==> config.mk <==
export PLATFORM = sky130hd
export DESIGN_NAME = rms_soft_knee_compressor_unit
export DESIGN_NICKNAME = d
export VERILOG_FILES = /design/src/rtl/core/rskc_pkg.sv /design/src/rtl/core/rms_soft_knee_compressor_unit.sv /design/src/rtl/core/rskc_mul.sv /design/src/rtl/core/rskc_div.sv
export SDC_FILE = /design/constraint.sdc
export NUM_CORES = 2
export LEC_CHECK = 0
export BUFFER_PORTS_ARGS = -buffer_cell sky130_fd_sc_hd__buf_2
export CAP_MARGIN = 10
export CORE_ASPECT_RATIO = 0.9
export CORE_MARGIN = 1
export CORE_UTILIZATION = 45
export DETAILED_ROUTE_END_ITERATION = 8
export SLEW_MARGIN = 20
export SYNTH_ARGS = -nofsm -noshare
export SYNTH_HDL_FRONTEND = slang
export SYNTH_SLANG_ARGS = --single-unit
==> constraint.sdc <==
create_clock -name i_clk -period 28.6 [get_ports i_clk]
set_input_delay 0 -clock i_clk [delete_from_list [all_inputs] [get_ports i_clk]]
set_output_delay 0 -clock i_clk [all_outputs]
set_load 0.03 [all_outputs]
==> src/rtl/core/rskc_pkg.sv <==
package rskc_pkg;

    // Sample width and the widths that follow from it.
    localparam int SAMPLE_BITS = 16;
    localparam int SQ_SH  = 2 * (SAMPLE_BITS - 1) - 30;
    localparam int SQ_RSH = (SQ_SH > 0) ? SQ_SH : 0;
    localparam int SQ_LSH = (SQ_SH < 0) ? -SQ_SH : 0;

    localparam int MUL_A_W = (SAMPLE_BITS + 18 > 34) ? SAMPLE_BITS + 18 : 34;
    localparam int MUL_B_W = (SAMPLE_BITS + 1 > 24) ? SAMPLE_BITS + 1 : 24;
    localparam int MUL_P_W = MUL_A_W + MUL_B_W;

    localparam longint SMP_MAX = (longint'(1) <<< (SAMPLE_BITS - 1)) - 1;
    localparam longint SMP_MIN = -SMP_MAX - 1;

    // Soft knee divider sizes.
    localparam int DIV_NUM_W = 25;
    localparam int DIV_DEN_W = 13;
    localparam int DIV_Q_W   = 13;

    // Fixed-point scale factors.
    localparam int LOG_BIAS  = 30 * 65536;
    localparam int LVL_SCALE = 197283;
    localparam int EXP_SCALE = 10885;

    // Configuration register indexes.
    localparam logic [2:0] CFG_THRESHOLD = 3'd0;
    localparam logic [2:0] CFG_SLOPE     = 3'd1;
    localparam logic [2:0] CFG_KNEE      = 3'd2;
    localparam logic [2:0] CFG_ATTACK    = 3'd3;
    localparam logic [2:0] CFG_RELEASE   = 3'd4;
    localparam logic [2:0] CFG_RMS       = 3'd5;
    localparam logic [2:0] CFG_MAKEUP    = 3'd6;

    typedef struct packed {
        logic signed [SAMPLE_BITS-1:0] sample;
        logic                          last_sample;
    } t_in_item;

    typedef struct packed {
        logic signed [SAMPLE_BITS-1:0] out_sample;
        logic [16:0]                   gain_now;
        logic                          last_out;
    } t_out_item;

    typedef struct packed {
        logic                 start;
        logic [DIV_NUM_W-1:0] num;
        logic [DIV_DEN_W-1:0] den;
    } t_div_req;

    typedef enum logic [4:0] {
        ST_IDLE, ST_SQ, ST_ENV0, ST_ENV1, ST_PREP, ST_NORM, ST_LOG, ST_LVL,
        ST_RED, ST_X2, ST_SOFT, ST_DIV, ST_EXPM, ST_EXP, ST_GAIN0, ST_GAIN1,
        ST_OUT0, ST_OUT1, ST_DONE
    } t_state;

    function automatic logic [16:0] log2_lut(input logic [4:0] idx);
        logic [16:0] v;
        case (idx)
            5'd0:    v = 17'd0;
            5'd1:    v = 17'd5732;
            5'd2:    v = 17'd11136;
            5'd3:    v = 17'd16248;
            5'd4:    v = 17'd21098;
            5'd5:    v = 17'd25711;
            5'd6:    v = 17'd30109;
            5'd7:    v = 17'd34312;
            5'd8:    v = 17'd38336;
            5'd9:    v = 17'd42196;
            5'd10:   v = 17'd45904;
            5'd11:   v = 17'd49472;
            5'd12:   v = 17'd52911;
            5'd13:   v = 17'd56229;
            5'd14:   v = 17'd59434;
            5'd15:   v = 17'd62534;
            5'd16:   v = 17'd65536;
            default: v = 17'd0;
        endcase
        return v;
    endfunction

    function automatic logic [16:0] exp2_lut(input logic [4:0] idx);
        logic [16:0] v;
        case (idx)
            5'd0:    v = 17'd65536;
            5'd1:    v = 17'd62757;
            5'd2:    v = 17'd60097;
            5'd3:    v = 17'd57549;
            5'd4:    v = 17'd55109;
            5'd5:    v = 17'd52773;
            5'd6:    v = 17'd50535;
            5'd7:    v = 17'd48393;
            5'd8:    v = 17'd46341;
            5'd9:    v = 17'd44376;
            5'd10:   v = 17'd42495;
            5'd11:   v = 17'd40693;
            5'd12:   v = 17'd38968;
            5'd13:   v = 17'd37316;
            5'd14:   v = 17'd35734;
            5'd15:   v = 17'd34219;
            5'd16:   v = 17'd32768;
            default: v = 17'd0;
        endcase
        return v;
    endfunction

endpackage

==> src/rtl/core/rms_soft_knee_compressor_unit.sv <==
// Channel | Direction | Handshake              | Payload
// in      | request   | i_in_valid, o_in_stall | i_in  (sample, last_sample)
// out     | result    | o_out_valid, i_out_stall | o_out (out_sample, gain_now, last_out)
// cfg     | write     | i_cfg_valid, o_cfg_ready | i_cfg_index, i_cfg_data
//
// Each request runs to completion before the next is accepted. Inside the soft knee the
// sequence adds two multiplies and a divide to the hard knee or no-reduction path. The
// request rate is set by the single shared multiplier and the five-step leading-one search.
// Reset (synchronous, active low) restores the register defaults, a zero envelope and
// unity gain. The input is stalled from acceptance until the result is written to the
// output register, which holds a stalled result while the next request is processed.
module rms_soft_knee_compressor_unit (
    input  logic                 i_clk,
    input  logic                 i_rst_n,
    input  logic                 i_in_valid,
    output logic                 o_in_stall,
    input  rskc_pkg::t_in_item   i_in,
    output logic                 o_out_valid,
    input  logic                 i_out_stall,
    output rskc_pkg::t_out_item  o_out,
    input  logic                 i_cfg_valid,
    output logic                 o_cfg_ready,
    input  logic [2:0]           i_cfg_index,
    input  logic [15:0]          i_cfg_data
);

    localparam int SB = rskc_pkg::SAMPLE_BITS;
    localparam int PW = rskc_pkg::MUL_P_W;

    rskc_pkg::t_state r_state, n_state;

    // Configuration registers.
    logic signed [15:0] r_thr;
    logic [15:0]        r_slope;
    logic [12:0]        r_knee;
    logic [15:0]        r_att;
    logic [15:0]        r_rel;
    logic [15:0]        r_rmsc;
    logic [15:0]        r_mkup;

    // Persistent state and per-request working registers.
    logic [31:0]          r_env;
    logic [16:0]          r_g;
    logic signed [SB-1:0] r_s;
    logic                 r_last;
    logic [30:0]          r_sq;
    logic signed [PW-1:0] r_acc;
    logic [31:0]          r_m;
    logic [4:0]           r_e;
    logic [2:0]           r_k;
    logic [20:0]          r_lg;
    logic signed [17:0]   r_lvl;
    logic signed [19:0]   r_red;
    logic [14:0]          r_x2;
    logic [24:0]          r_n;
    logic [16:0]          r_tgt;
    logic [15:0]          r_c;
    logic signed [SB-1:0] r_y;
    logic                 r_ovalid;
    rskc_pkg::t_out_item  r_out;

    logic signed [rskc_pkg::MUL_A_W-1:0] mul_a;
    logic signed [rskc_pkg::MUL_B_W-1:0] mul_b;
    logic signed [PW-1:0]                mul_p;
    rskc_pkg::t_div_req                  div_req;
    logic [rskc_pkg::DIV_Q_W-1:0]        div_quot;
    logic                                div_done;

    logic [SB:0]          s_ext;
    logic [SB:0]          abs_s;
    logic [2*SB:0]        sq_full;
    logic signed [PW-1:0] env_sum;
    logic                 norm_zero;
    logic [4:0]           norm_sa;
    logic [16:0]          lg_lo, lg_hi;
    logic signed [22:0]   lvl_arg;
    logic [15:0]          ns;
    logic signed [18:0]   d;
    logic signed [19:0]   d2, w20, x2_full;
    logic                 red_hard, red_soft;
    logic [18:0]          hard_mag;
    logic [3:0]           ex_idx;
    logic [16:0]          ex_a, ex_b, ex_v;
    logic [8:0]           ex_i;
    logic [16:0]          ex_tgt;
    logic [15:0]          gain_c;
    logic signed [PW-1:0] y_full;
    logic                 out_free;

    rskc_mul u_mul (
        .i_a (mul_a),
        .i_b (mul_b),
        .o_p (mul_p)
    );

    rskc_div u_div (
        .i_clk   (i_clk),
        .i_rst_n (i_rst_n),
        .i_req   (div_req),
        .o_quot  (div_quot),
        .o_done  (div_done)
    );

    // Operand shaping and the values each step derives from the product.
    always_comb begin
        s_ext    = {r_s[SB-1], r_s};
        abs_s    = s_ext[SB] ? (~s_ext + 1'b1) : s_ext;
        sq_full  = mul_p[2*SB:0];
        env_sum  = r_acc + mul_p;

        // Leading-one search in halving steps of 16, 8, 4, 2 and 1 bits.
        case (r_k)
            3'd0: begin
                norm_zero = (r_m[31:16] == 16'd0);
                norm_sa   = 5'd16;
            end
            3'd1: begin
                norm_zero = (r_m[31:24] == 8'd0);
                norm_sa   = 5'd8;
            end
            3'd2: begin
                norm_zero = (r_m[31:28] == 4'd0);
                norm_sa   = 5'd4;
            end
            3'd3: begin
                norm_zero = (r_m[31:30] == 2'd0);
                norm_sa   = 5'd2;
            end
            default: begin
                norm_zero = !r_m[31];
                norm_sa   = 5'd1;
            end
        endcase

        lg_lo   = rskc_pkg::log2_lut({1'b0, r_m[30:27]});
        lg_hi   = rskc_pkg::log2_lut(5'({1'b0, r_m[30:27]} + 5'd1));
        lvl_arg = $signed({2'b00, r_lg}) - 23'(rskc_pkg::LOG_BIAS);

        // A slope above zero would expand; it is held at zero instead.
        ns       = r_slope[15] ? (16'd0 - r_slope) : 16'd0;
        d        = {r_lvl[17], r_lvl} - {{3{r_thr[15]}}, r_thr};
        d2       = {d, 1'b0};
        w20      = {7'd0, r_knee};
        red_hard = (d2 >= w20);
        red_soft = (d2 > -w20) && (d2 < w20);
        x2_full  = d2 + w20;
        hard_mag = mul_p[33:15];

        ex_idx = r_n[15:12];
        ex_i   = r_n[24:16];
        ex_a   = rskc_pkg::exp2_lut({1'b0, ex_idx});
        ex_b   = rskc_pkg::exp2_lut(5'({1'b0, ex_idx} + 5'd1));
        ex_v   = ex_a - {5'd0, mul_p[23:12]};
        ex_tgt = (ex_i >= 9'd17) ? 17'd0 : (ex_v >> ex_i[4:0]);

        // Attack applies when the gain has to fall, release when it rises.
        gain_c = (r_tgt < r_g) ? r_att : r_rel;

        y_full = (mul_p + (PW'(1) <<< 27)) >>> 28;
    end

    assign out_free = !r_ovalid || !i_out_stall;

    // Sequencer: next state and multiplier operand selection.
    always_comb begin
        n_state = r_state;
        mul_a   = '0;
        mul_b   = '0;
        div_req = '0;
        case (r_state)
            rskc_pkg::ST_IDLE: begin
                if (i_in_valid) begin
                    n_state = rskc_pkg::ST_SQ;
                end
            end
            rskc_pkg::ST_SQ: begin
                mul_a   = rskc_pkg::MUL_A_W'(abs_s);
                mul_b   = rskc_pkg::MUL_B_W'(abs_s);
                n_state = rskc_pkg::ST_ENV0;
            end
            rskc_pkg::ST_ENV0: begin
                mul_a   = rskc_pkg::MUL_A_W'(r_env);
                mul_b   = rskc_pkg::MUL_B_W'(r_rmsc);
                n_state = rskc_pkg::ST_ENV1;
            end
            rskc_pkg::ST_ENV1: begin
                mul_a   = rskc_pkg::MUL_A_W'(r_sq);
                mul_b   = rskc_pkg::MUL_B_W'(17'd65536 - {1'b0, r_rmsc});
                n_state = rskc_pkg::ST_PREP;
            end
            rskc_pkg::ST_PREP: begin
                n_state = rskc_pkg::ST_NORM;
            end
            rskc_pkg::ST_NORM: begin
                if (r_k == 3'd4) begin
                    n_state = rskc_pkg::ST_LOG;
                end
            end
            rskc_pkg::ST_LOG: begin
                mul_a   = rskc_pkg::MUL_A_W'(lg_hi - lg_lo);
                mul_b   = rskc_pkg::MUL_B_W'(r_m[26:11]);
                n_state = rskc_pkg::ST_LVL;
            end
            rskc_pkg::ST_LVL: begin
                mul_a   = rskc_pkg::MUL_A_W'(lvl_arg);
                mul_b   = rskc_pkg::MUL_B_W'(rskc_pkg::LVL_SCALE);
                n_state = rskc_pkg::ST_RED;
            end
            rskc_pkg::ST_RED: begin
                mul_a = rskc_pkg::MUL_A_W'(d);
                mul_b = rskc_pkg::MUL_B_W'(ns);
                if (red_soft) begin
                    n_state = rskc_pkg::ST_X2;
                end else begin
                    n_state = rskc_pkg::ST_EXPM;
                end
            end
            rskc_pkg::ST_X2: begin
                mul_a   = rskc_pkg::MUL_A_W'(r_x2);
                mul_b   = rskc_pkg::MUL_B_W'(r_x2);
                n_state = rskc_pkg::ST_SOFT;
            end
            rskc_pkg::ST_SOFT: begin
                mul_a         = rskc_pkg::MUL_A_W'(r_acc[27:0]);
                mul_b         = rskc_pkg::MUL_B_W'(ns);
                div_req.start = 1'b1;
                div_req.num   = mul_p[42:18];
                div_req.den   = r_knee;
                n_state       = rskc_pkg::ST_DIV;
            end
            rskc_pkg::ST_DIV: begin
                if (div_done) begin
                    n_state = rskc_pkg::ST_EXPM;
                end
            end
            rskc_pkg::ST_EXPM: begin
                mul_a   = rskc_pkg::MUL_A_W'(r_red);
                mul_b   = rskc_pkg::MUL_B_W'(rskc_pkg::EXP_SCALE);
                n_state = rskc_pkg::ST_EXP;
            end
            rskc_pkg::ST_EXP: begin
                mul_a   = rskc_pkg::MUL_A_W'(ex_a - ex_b);
                mul_b   = rskc_pkg::MUL_B_W'(r_n[11:0]);
                n_state = rskc_pkg::ST_GAIN0;
            end
            rskc_pkg::ST_GAIN0: begin
                mul_a   = rskc_pkg::MUL_A_W'(r_g);
                mul_b   = rskc_pkg::MUL_B_W'(gain_c);
                n_state = rskc_pkg::ST_GAIN1;
            end
            rskc_pkg::ST_GAIN1: begin
                mul_a   = rskc_pkg::MUL_A_W'(r_tgt);
                mul_b   = rskc_pkg::MUL_B_W'(17'd65536 - {1'b0, r_c});
                n_state = rskc_pkg::ST_OUT0;
            end
            rskc_pkg::ST_OUT0: begin
                mul_a   = rskc_pkg::MUL_A_W'(r_s);
                mul_b   = rskc_pkg::MUL_B_W'(r_g);
                n_state = rskc_pkg::ST_OUT1;
            end
            rskc_pkg::ST_OUT1: begin
                mul_a   = r_acc[rskc_pkg::MUL_A_W-1:0];
                mul_b   = rskc_pkg::MUL_B_W'(r_mkup);
                n_state = rskc_pkg::ST_DONE;
            end
            rskc_pkg::ST_DONE: begin
                if (out_free) begin
                    n_state = rskc_pkg::ST_IDLE;
                end
            end
            default: begin
                n_state = rskc_pkg::ST_IDLE;
            end
        endcase
    end

    always_ff @(posedge i_clk) begin
        if (!i_rst_n) begin
            r_state <= rskc_pkg::ST_IDLE;
        end else begin
            r_state <= n_state;
        end
    end

    // Configuration registers; the user must write them only while the block is idle (not enforced here).
    always_ff @(posedge i_clk) begin
        if (!i_rst_n) begin
            r_thr   <= -16'sd6144;
            r_slope <= 16'hA000;
            r_knee  <= 13'd1536;
            r_att   <= 16'd65400;
            r_rel   <= 16'd65522;
            r_rmsc  <= 16'd65400;
            r_mkup  <= 16'd4096;
        end else if (i_cfg_valid) begin
            case (i_cfg_index)
                rskc_pkg::CFG_THRESHOLD: r_thr   <= i_cfg_data;
                rskc_pkg::CFG_SLOPE:     r_slope <= i_cfg_data;
                rskc_pkg::CFG_KNEE:      r_knee  <= i_cfg_data[12:0];
                rskc_pkg::CFG_ATTACK:    r_att   <= i_cfg_data;
                rskc_pkg::CFG_RELEASE:   r_rel   <= i_cfg_data;
                rskc_pkg::CFG_RMS:       r_rmsc  <= i_cfg_data;
                rskc_pkg::CFG_MAKEUP:    r_mkup  <= i_cfg_data;
                default: ;
            endcase
        end
    end

    // Envelope and smoothed gain carry over from one request to the next.
    always_ff @(posedge i_clk) begin
        if (!i_rst_n) begin
            r_env <= 32'd0;
            r_g   <= 17'd65536;
        end else begin
            if (r_state == rskc_pkg::ST_ENV1) begin
                r_env <= env_sum[47:16];
            end
            if (r_state == rskc_pkg::ST_GAIN1) begin
                r_g <= env_sum[32:16];
            end
        end
    end

    // Working registers of the datapath.
    always_ff @(posedge i_clk) begin
        case (r_state)
            rskc_pkg::ST_IDLE: begin
                if (i_in_valid) begin
                    r_s    <= i_in.sample;
                    r_last <= i_in.last_sample;
                end
            end
            rskc_pkg::ST_SQ: begin
                r_sq <= (31'(sq_full >> rskc_pkg::SQ_RSH)) << rskc_pkg::SQ_LSH;
            end
            rskc_pkg::ST_ENV0: begin
                r_acc <= mul_p;
            end
            rskc_pkg::ST_PREP: begin
                r_m <= r_env + 32'd1;
                r_e <= 5'd31;
                r_k <= 3'd0;
            end
            rskc_pkg::ST_NORM: begin
                if (norm_zero) begin
                    r_m <= r_m << norm_sa;
                    r_e <= r_e - norm_sa;
                end
                r_k <= r_k + 3'd1;
            end
            rskc_pkg::ST_LOG: begin
                r_lg <= {r_e, 16'd0} + {4'd0, lg_lo} + {8'd0, mul_p[28:16]};
            end
            rskc_pkg::ST_LVL: begin
                r_lvl <= 18'(mul_p >>> 24);
            end
            rskc_pkg::ST_RED: begin
                if (red_hard) begin
                    r_red <= -$signed({1'b0, hard_mag});
                end else if (red_soft) begin
                    r_x2 <= x2_full[14:0];
                end else begin
                    r_red <= 20'sd0;
                end
            end
            rskc_pkg::ST_X2: begin
                r_acc <= mul_p;
            end
            rskc_pkg::ST_DIV: begin
                if (div_done) begin
                    r_red <= -$signed({7'd0, div_quot});
                end
            end
            rskc_pkg::ST_EXPM: begin
                r_n <= 25'(-(mul_p >>> 8));
            end
            rskc_pkg::ST_EXP: begin
                r_tgt <= ex_tgt;
            end
            rskc_pkg::ST_GAIN0: begin
                r_acc <= mul_p;
                r_c   <= gain_c;
            end
            rskc_pkg::ST_OUT0: begin
                r_acc <= mul_p;
            end
            rskc_pkg::ST_OUT1: begin
                if (y_full > PW'(rskc_pkg::SMP_MAX)) begin
                    r_y <= SB'(rskc_pkg::SMP_MAX);
                end else if (y_full < PW'(rskc_pkg::SMP_MIN)) begin
                    r_y <= SB'(rskc_pkg::SMP_MIN);
                end else begin
                    r_y <= SB'(y_full);
                end
            end
            default: ;
        endcase
    end

    // Output register: holds a finished result until the far side takes it.
    always_ff @(posedge i_clk) begin
        if (!i_rst_n) begin
            r_ovalid <= 1'b0;
        end else if (r_state == rskc_pkg::ST_DONE && out_free) begin
            r_ovalid <= 1'b1;
        end else if (!i_out_stall) begin
            r_ovalid <= 1'b0;
        end
    end

    always_ff @(posedge i_clk) begin
        if (r_state == rskc_pkg::ST_DONE && out_free) begin
            r_out.out_sample <= r_y;
            r_out.gain_now   <= r_g;
            r_out.last_out   <= r_last;
        end
    end

    assign o_in_stall  = (r_state != rskc_pkg::ST_IDLE);
    assign o_out_valid = r_ovalid;
    assign o_out       = r_out;
    assign o_cfg_ready = 1'b1;

endmodule

==> src/rtl/core/rskc_mul.sv <==
// Shared signed multiplier used by every multiply step of the sequencer.
module rskc_mul (
    input  logic signed [rskc_pkg::MUL_A_W-1:0] i_a,
    input  logic signed [rskc_pkg::MUL_B_W-1:0] i_b,
    output logic signed [rskc_pkg::MUL_P_W-1:0] o_p
);

    always_comb begin
        o_p = rskc_pkg::MUL_P_W'(i_a) * rskc_pkg::MUL_P_W'(i_b);
    end

endmodule

==> src/rtl/core/rskc_div.sv <==
// Restoring divider, one quotient bit per cycle. The upper numerator bits are
// known to stay below the divisor, so only the low bits are iterated.
module rskc_div (
    input  logic                          i_clk,
    input  logic                          i_rst_n,
    input  rskc_pkg::t_div_req            i_req,
    output logic [rskc_pkg::DIV_Q_W-1:0]  o_quot,
    output logic                          o_done
);

    logic [rskc_pkg::DIV_DEN_W-1:0] r_rem;
    logic [rskc_pkg::DIV_DEN_W-1:0] r_den;
    logic [rskc_pkg::DIV_Q_W-1:0]   r_low;
    logic [rskc_pkg::DIV_Q_W-1:0]   r_quot;
    logic [3:0]                     r_cnt;
    logic                           r_done;
    logic [rskc_pkg::DIV_DEN_W:0]   trial;
    logic                           fits;

    always_comb begin
        trial = {r_rem, r_low[rskc_pkg::DIV_Q_W-1]};
        fits  = (trial >= {1'b0, r_den});
    end

    always_ff @(posedge i_clk) begin
        if (!i_rst_n) begin
            r_cnt  <= 4'd0;
            r_done <= 1'b0;
        end else begin
            r_done <= (r_cnt == 4'd1);
            if (i_req.start) begin
                r_cnt <= 4'(rskc_pkg::DIV_Q_W);
            end else if (r_cnt != 4'd0) begin
                r_cnt <= r_cnt - 4'd1;
            end
        end
    end

    always_ff @(posedge i_clk) begin
        if (i_req.start) begin
            r_rem  <= rskc_pkg::DIV_DEN_W'(
                i_req.num[rskc_pkg::DIV_NUM_W-1:rskc_pkg::DIV_Q_W]);
            r_low  <= i_req.num[rskc_pkg::DIV_Q_W-1:0];
            r_den  <= i_req.den;
            r_quot <= '0;
        end else if (r_cnt != 4'd0) begin
            if (fits) begin
                r_rem <= rskc_pkg::DIV_DEN_W'(trial - {1'b0, r_den});
            end else begin
                r_rem <= rskc_pkg::DIV_DEN_W'(trial);
            end
            r_low  <= r_low << 1;
            r_quot <= {r_quot[rskc_pkg::DIV_Q_W-2:0], fits};
        end
    end

    assign o_quot = r_quot;
    assign o_done = r_done;

endmodule
After elaboration in Yosys (flattened, before gate mapping)
Memories as Yosys holds them, arrays and structs flattened. A register that Yosys moved wholly into a read port is not among the register bits.
Cells that the tools add are included.
W data, S select, Z words.
{"block": "totals", "regBits": 539, "mem_count": 4, "in_bits": 41, "romBits": 1616}
{"name": "(name not given)", "depth": 32, "word_bits": 17, "rd": 1, "rd_ports_with_merged_regs": 0, "write_ports": 0, "line_no": "rskc_pkg.sv:60", "text": "case (idx)"}
{"name": "(name not given)", "depth": 32, "word_bits": 17, "rd": 1, "rd_ports_with_merged_regs": 0, "write_ports": 0, "line_no": "rskc_pkg.sv:85", "text": "case (idx)"}
{"name": "(name not given)", "depth": 16, "word_bits": 17, "rd": 1, "rd_ports_with_merged_regs": 1, "write_ports": 0, "line_no": "rskc_pkg.sv:85"}
{"name": "(name not given)", "depth": 16, "word_bits": 16, "rd": 1, "rd_ports_with_merged_regs": 1, "write_ports": 0, "line_no": "rskc_pkg.sv:60"}
{"block": "classes", "n_shift": 2, "n_eq_ne": 36, "order_cmp": 8, "n_reduce_logical": 33, "mul": 1, "n_mux": 35, "addsub": 25, "n_bitwise": 3}
{"cell": "$pmux W34 S14", "count": 1}
{"cell": "$pmux W24 S13", "count": 1}
{"cell": "$pmux W5 S19", "count": 1}
{"cell": "$pmux W32 S2", "count": 1}
{"cell": "$mux W20", "count": 3}
{"cell": "$add A58 B29 Y58 const B", "count": 1}
{"cell": "$mul A34 B24 Y58", "count": 1}
{"cell": "$add A48 B48 Y48", "count": 1}
{"cell": "$mux W16", "count": 3}
{"cell": "$eq A5 B4 Y1 const B", "count": 8}
{"cell": "$neg A13 Y20", "count": 2}
{"cell": "$pmux W20 S2", "count": 1}
{"cell": "$mux W13", "count": 3}
{"cell": "$mux W39", "count": 1}
{"cell": "$sub A17 B16 Y18 const A", "count": 2}
{"cell": "$sub A17 B17 Y18", "count": 2}
{"cell": "$add A32 B1 Y32 const B", "count": 1}
{"cell": "$mux W32", "count": 1}
{"cell": "$shl A32 B5 Y32", "count": 1}
{"cell": "$gt A30 B16 Y1 const B", "count": 1}
{"cell": "$lt A30 B16 Y1 const B", "count": 1}
{"cell": "$mux W5", "count": 5}
{"cell": "$neg A25 Y25", "count": 1}
{"cell": "$mux W12", "count": 2}
{"cell": "other kinds (59)", "count": 98}

Logic depth before layout (Yosys ltp)
{"block": "logic_depth", "depth_word": 8, "mapped_depth": 61}

Modules after synthesis
Synthesis repeated with hierarchy kept, for this count alone.
{"block": "unflattened", "hier_cells": 7347, "hier_area_um2": 66906.7}
{"mod": "rms_soft_knee_compressor_unit", "area_each_um2": 35275.1, "seq_area_each_um2": 13492.9, "n_inst": 1, "cells_per_inst": 3916}
{"mod": "rskc_mul", "area_each_um2": 28607.4, "seq_area_each_um2": 0.0, "n_inst": 1, "cells_per_inst": 3144}
{"mod": "rskc_div", "area_each_um2": 3024.2, "seq_area_each_um2": 1521.5, "n_inst": 1, "cells_per_inst": 287}

Least setup slack after synthesis
OpenSTA, ideal clock, no wires.
{"block": "synth_path", "path_type": "flip-flop to flip-flop", "start": "register r_m[27]", "end": "register r_y[1] (data pin)", "arrival_time_ps": 13288, "required_time_ps": 28340, "stages_incl_launch_ff": 52, "slack_ps": 15052, "period_less_slack_ps": 13548, "cell_sequence": "edfxtp_1 ha_1 nand2_1 nor2b_1 inv_2 a21oi_1 o21ai_0 a21oi_1 a2111oi_0 ha_1 o21ai_0 a21oi_1 o211a_1 o211ai_1 a21boi_0 o21ai_0 a21oi_1 o21ai_0 [16 not listed] inv_1 ha_1 buf_2 and2_1 and3_1 and2_1 a221oi_1 o211ai_1 a311oi_4 nand2_4 or3_1 buf_2 or4_1 a21o_1 a211o_1 o41ai_4 buf_6 o21ai_1"}
{"block": "synth_via", "elab_chain_len": 8}
{"item": "from (decl)", "line_no": "rms_soft_knee_compressor_unit.sv:48", "text": "logic [31:0] r_m;"}
{"item": "from (signal assigned)", "line_no": "rms_soft_knee_compressor_unit.sv:340", "text": "r_m <= r_env + 32'd1;"}
{"item": "from (signal assigned)", "line_no": "rms_soft_knee_compressor_unit.sv:346", "text": "r_m <= r_m << norm_sa;"}
{"item": "$add A4 B1 Y5 *", "line_no": "rms_soft_knee_compressor_unit.sv:136", "text": "lg_hi = rskc_pkg::log2_lut(5'({1'b0, r_m[30:27]} + 5'd1));"}
{"item": "$mem_v2 Z32 W17 *"}
{"item": "$sub A17 B17 Y18 *", "line_no": "rms_soft_knee_compressor_unit.sv:200", "text": "mul_a = rskc_pkg::MUL_A_W'(lg_hi - lg_lo);"}
{"item": "$pmux W34 S14 *", "line_no": "rms_soft_knee_compressor_unit.sv:170", "text": "case (r_state)"}
{"item": "$mul A34 B24 Y58 *", "line_no": "rskc_mul.sv:9", "text": "o_p = rskc_pkg::MUL_P_W'(i_a) * rskc_pkg::MUL_P_W'(i_b);"}
{"item": "net mul_p[43]", "line_no": "rms_soft_knee_compressor_unit.sv:64", "text": "logic signed [PW-1:0] mul_p;"}
{"item": "$add A58 B29 Y58 *", "line_no": "rms_soft_knee_compressor_unit.sv:159", "text": "y_full = (mul_p + (PW'(1) <<< 27)) >>> 28;"}
{"item": "$lt A30 B16 Y1", "line_no": "rms_soft_knee_compressor_unit.sv:390", "text": "end else if (y_full < PW'(rskc_pkg::SMP_MIN)) begin"}
{"item": "$mux W16", "line_no": "rms_soft_knee_compressor_unit.sv:390"}
{"item": "to (signal assigned)", "line_no": "rms_soft_knee_compressor_unit.sv:389", "text": "r_y <= SB'(rskc_pkg::SMP_MAX);"}
{"item": "to (signal assigned)", "line_no": "rms_soft_knee_compressor_unit.sv:391", "text": "r_y <= SB'(rskc_pkg::SMP_MIN);"}
{"item": "to (signal assigned)", "line_no": "rms_soft_knee_compressor_unit.sv:393", "text": "r_y <= SB'(y_full);"}
{"item": "to (decl)", "line_no": "rms_soft_knee_compressor_unit.sv:58", "text": "logic signed [SB-1:0] r_y;"}
The timed path passes the listed nets; every way through them passes the cells marked *.
A chain may end at the register's enable or synchronous reset.

Worst setup path in the final report
{"block": "layout_path", "start": "register r_m[27]", "end": "register r_y[4] (data pin)"}
The elaborated chain is that of the path after synthesis.

==> metrics.md <==
| Metric | Value |
|---|---|
| Clk_lat worst skew | 0.67 ns |
| Outcome | complete, no violations |
| EDFF count, synth | 356 |
| Reg2reg setup slack | 11.83 ns |
| 1st-pass router iterations | 9 |
| RSZ-0062 raised after global routing | no |
| Seq/Total Area, Yosys | 24.79% |
| Leakage | 28.97 nW |
| DRT met1 WL | 95830 um |
| CP Launch Type | flip-flop |
| CP max-delay cell | a2111oi_0 |
| Post-Syn Area | 60550 sq um |
| Port Buffers | 76 |
| Root Buffer | clkbuf_16 |
| DIE AREA | 136000 sq um |
| # rows | 127 |
| Syn Nets | 8002 |
| # fillers | 12780 |
| Max H-tree Level | 2 |
| Initial Utilization | 45.42% |
| Hold_buf cts | 39 |
| Via count | 51370 |
| Area of the multi-input gates | 40680 sq um |
| Fmax | 59.64 MHz |
| Drt wl/cell | 25.50 um |
| Post-DP HPWL | 174500 um |
| Clock sink count | 572 |
| Max cap viols | 0 |
| Die Span X | 388.7 um |
| CP max FO | 17 |
| Final Net Count | 7999 |
| Post-synth top area share | 20.23% |
| Area contributors post-synth | fa_1 (20%), edfxtp_1 (18%), ha_1 (8.9%) |
| Placed inst area | 63150 sq um |
| GPL Wtd Cong | 1.009 |
| Initial antenna violation count | 10 |
| Vias in the first global route | 49560 |
| TritonCTS clock tree | done |
| First-pass GRT wire length | 327800 um |
| Post-synth cell types | 109 |
| Max-slew violations | 0 |
| Relative max-transition margin | 19.94% |
| Setup_tns | 0 ns |
| Area leader, netlist | fa_1 |
| Final Hold Fails | 0 |
| Area growth syn-to-layout | 8.261% |
| FF/Latch Area | 15010 sq um |
| Pre-CTS setup slack | 12.01 ns |
| Final wirelength | 222100 um |
| Worst hold-check path type | primary input to flip-flop |
| Endpoints failing setup | 0 |
| CTS buffer count | 57 |
| DR top layer | met5 |
| Final worst slack | 11.83 ns |
| Post CTS Setup Buffer Count | 0 |
| Worst vdd ir | 0.1525 mV |
| Die height | 350.0 um |
| Clock Path Buffers | 3 |
| CP required | 28.95 ns |
| Gr ovfl total | 0 |
| Most used DFF post-synth | edfxtp_1 |
| Final period util | 58.63% |
| Clock Skews | 0.04096 ns |
| Crit Path Class | flip-flop to flip-flop |
| Crit. End Element | flip-flop |
| Met2 WL | 95940 um |
| Syn avg cell area | 8.753 sq um |
| Yosys warns | 0 |
| Largest net degree at the start of global routing | 65 |
| Arrival @ worst endpoint | 17.12 ns |
| Final Critical Period | 16.77 ns |
| Layout cells sized above 1 | 6.060% |
| I/O pin count | 78 |
| DRT iter0 DRCs | 5570 |
| DRC Markers | 0 |
| Most common cell on crit path | fa_1 |
| Core Box Area | 133300 sq um |
| Post_cts resized | 0 |
| Critical Path Max Stage Delay | 0.85 ns |
| Syn Inst Count | 6918 |
| GRT Overall Usage | 32.44% |
| Slew @ Worst Pin | 1.198 ns |
| Via/cell ratio | 5.899 |
| Met3 WL | 21360 um |
| Final Cell Area | 65560 sq um |
| PwrDens | 111.1 nW/um^2 |
| Async S/R FF share, synth | 0% |
| Synth Register Bits | 572 |
| Reg clk slew, reported paths | 0.07 ns |
| Final ANT Viol Nets | 0 |
cells in the mapped netlist (all sizes together) (50+ instances only):
cell,number
nor2,379
ha,431
nor3,103
a211oi,64
o21ai,256
and2,58
fa,612
and3,51
nand2b,79
edfxtp,356
nand4,58
clkbuf,258
mux2i,129
nor2b,97
a21oi,382
nand2,1069
a21o,83
xnor2,191
inv,1047
nand3,164
buf,50
dfxtp,216
xor2,125
cell families (layout without fill, tap and decap cells):
family	Yosys count	in the layout	synth area share (%)
DFF	572	572	24.79
AOI/OAI and AO/OA	1276	1276	13.82
and+or+nand+nor	2200	2200	16.50
muxes	151	151	2.616
adders and majority gates	1044	1044	29.15
other	1	5	0.006193
xor gates and xnor gates	316	316	4.626
buffers and inverters	1358	1404	8.480
area by class of cell:
type / count / share of cell area [%]
Tap cell: 1741 / 3.323
Clock buffer: 84 / 2.695
Multi-Input combinational cell: 4988 / 62.06
Timing Repair Buffer: 246 / 2.672
Clock inverter: 24 / 0.3226
Sequential cell: 572 / 22.90
Antenna cell: 4 / 0.01527
Inverter: 1050 / 6.014
registers in the layout (all words and copies together), names as in the netlist, 16 cells and up:
signal and count:
r_n 25, r_lg 21, r_g 17, r_tgt 17
r_c 16, o_out 34, r_rmsc 16, r_red 20
r_att 16, r_m 32, r_rel 16, r_thr 16
r_s 16, lg_lo 16, r_acc 48, ex_a 17
r_slope 16, r_sq 31, r_env 32, r_y 16
r_lvl 18, r_mkup 16
path summary, 6_finish.rpt:
| check | start | endpoint | depth (start not counted) |
|---|---|---|---|
| setup / recovery | r_m[27]$_DFFE_PP_ | r_y[4]$_SDFFCE_PN1N_ | 46 |
| hold / removal | i_cfg_index[2] | r_mkup[9]$_SDFFE_PN0P_ | 6 |
| setup reg to reg | r_m[27]$_DFFE_PP_ | r_y[4]$_SDFFCE_PN1N_ | 46 |
| hold reg to reg | r_y[0]$_SDFFCE_PN1N_ | o_out[18]$_DFFE_PP_ | 0 |
worst max-delay path, delay by kind of cell (launching register included):
| family | cells | cell delay (ns) |
|---|---|---|
| adders and majority gates | 10 | 5.05 |
| AOI/OAI and AO/OA | 21 | 6.71 |
| buffers and inverters | 4 | 0.36 |
| DFF | 1 | 0.71 |
| and+or+nand+nor | 11 | 3.57 |
per-stage QoR:
stage	utilization (%)	total power, mW	cells	hold slack, ns
3_3_place_gp	47.35	6.274	8557	0.1788
6_report	49.17	7.284	8709	0.02895
4_1_cts	49.14	7.143	8705	0.003781
5_1_grt	49.17	7.644	8705	0.05120
2_1_floorplan	-	4.394	6918	0.09887
3_5_place_dp	47.37	6.311	8558	0.1782
layer usage:
| layer | track usage, % | vias up |
|---|---|---|
| li1 | - | 23050 |
| met1 | 46.59 | 25690 |
| met2 | 48.81 | 2248 |
| met3 | 5.949 | 383 |
| met4 | 11.33 | 8 |
| met5 | 0 | - |
layout by cell type (no fill, tap or decap), types with 33 or more instances in the layout:
cell type | netlist | final
nand2_1 | 1068 | 1067
inv_1 | 1041 | 1040
fa_1 | 612 | 612
ha_1 | 431 | 431
a21oi_1 | 382 | 380
nor2_1 | 378 | 372
edfxtp_1 | 356 | 356
o21ai_0 | 225 | 223
dfxtp_1 | 216 | 216
xnor2_1 | 188 | 186
nand3_1 | 163 | 163
buf_4 | 2 | 130
mux2i_1 | 129 | 128
xor2_1 | 125 | 125
nor3_1 | 103 | 99
nor2b_1 | 97 | 97
a21o_1 | 83 | 83
nand2b_1 | 79 | 79
buf_2 | 16 | 77
clkbuf_16 | 0 | 63
nand4_1 | 57 | 57
a211oi_1 | 60 | 55
and2_1 | 55 | 54
and3_1 | 51 | 50
o22ai_1 | 49 | 49
o211ai_1 | 46 | 46
dlygate4sd3_1 | 0 | 39
a31oi_1 | 36 | 35
o21a_1 | 34 | 34
o21bai_1 | 35 | 33
report_power, final:
group	switching (mW)	leakage, nW	internal, mW
Sequential	0.120	5.06	1.19
Clock	0.358	0.973	0.455
Combinational	3.50	22.9	1.66
Power figures use the tool's default switching activity.
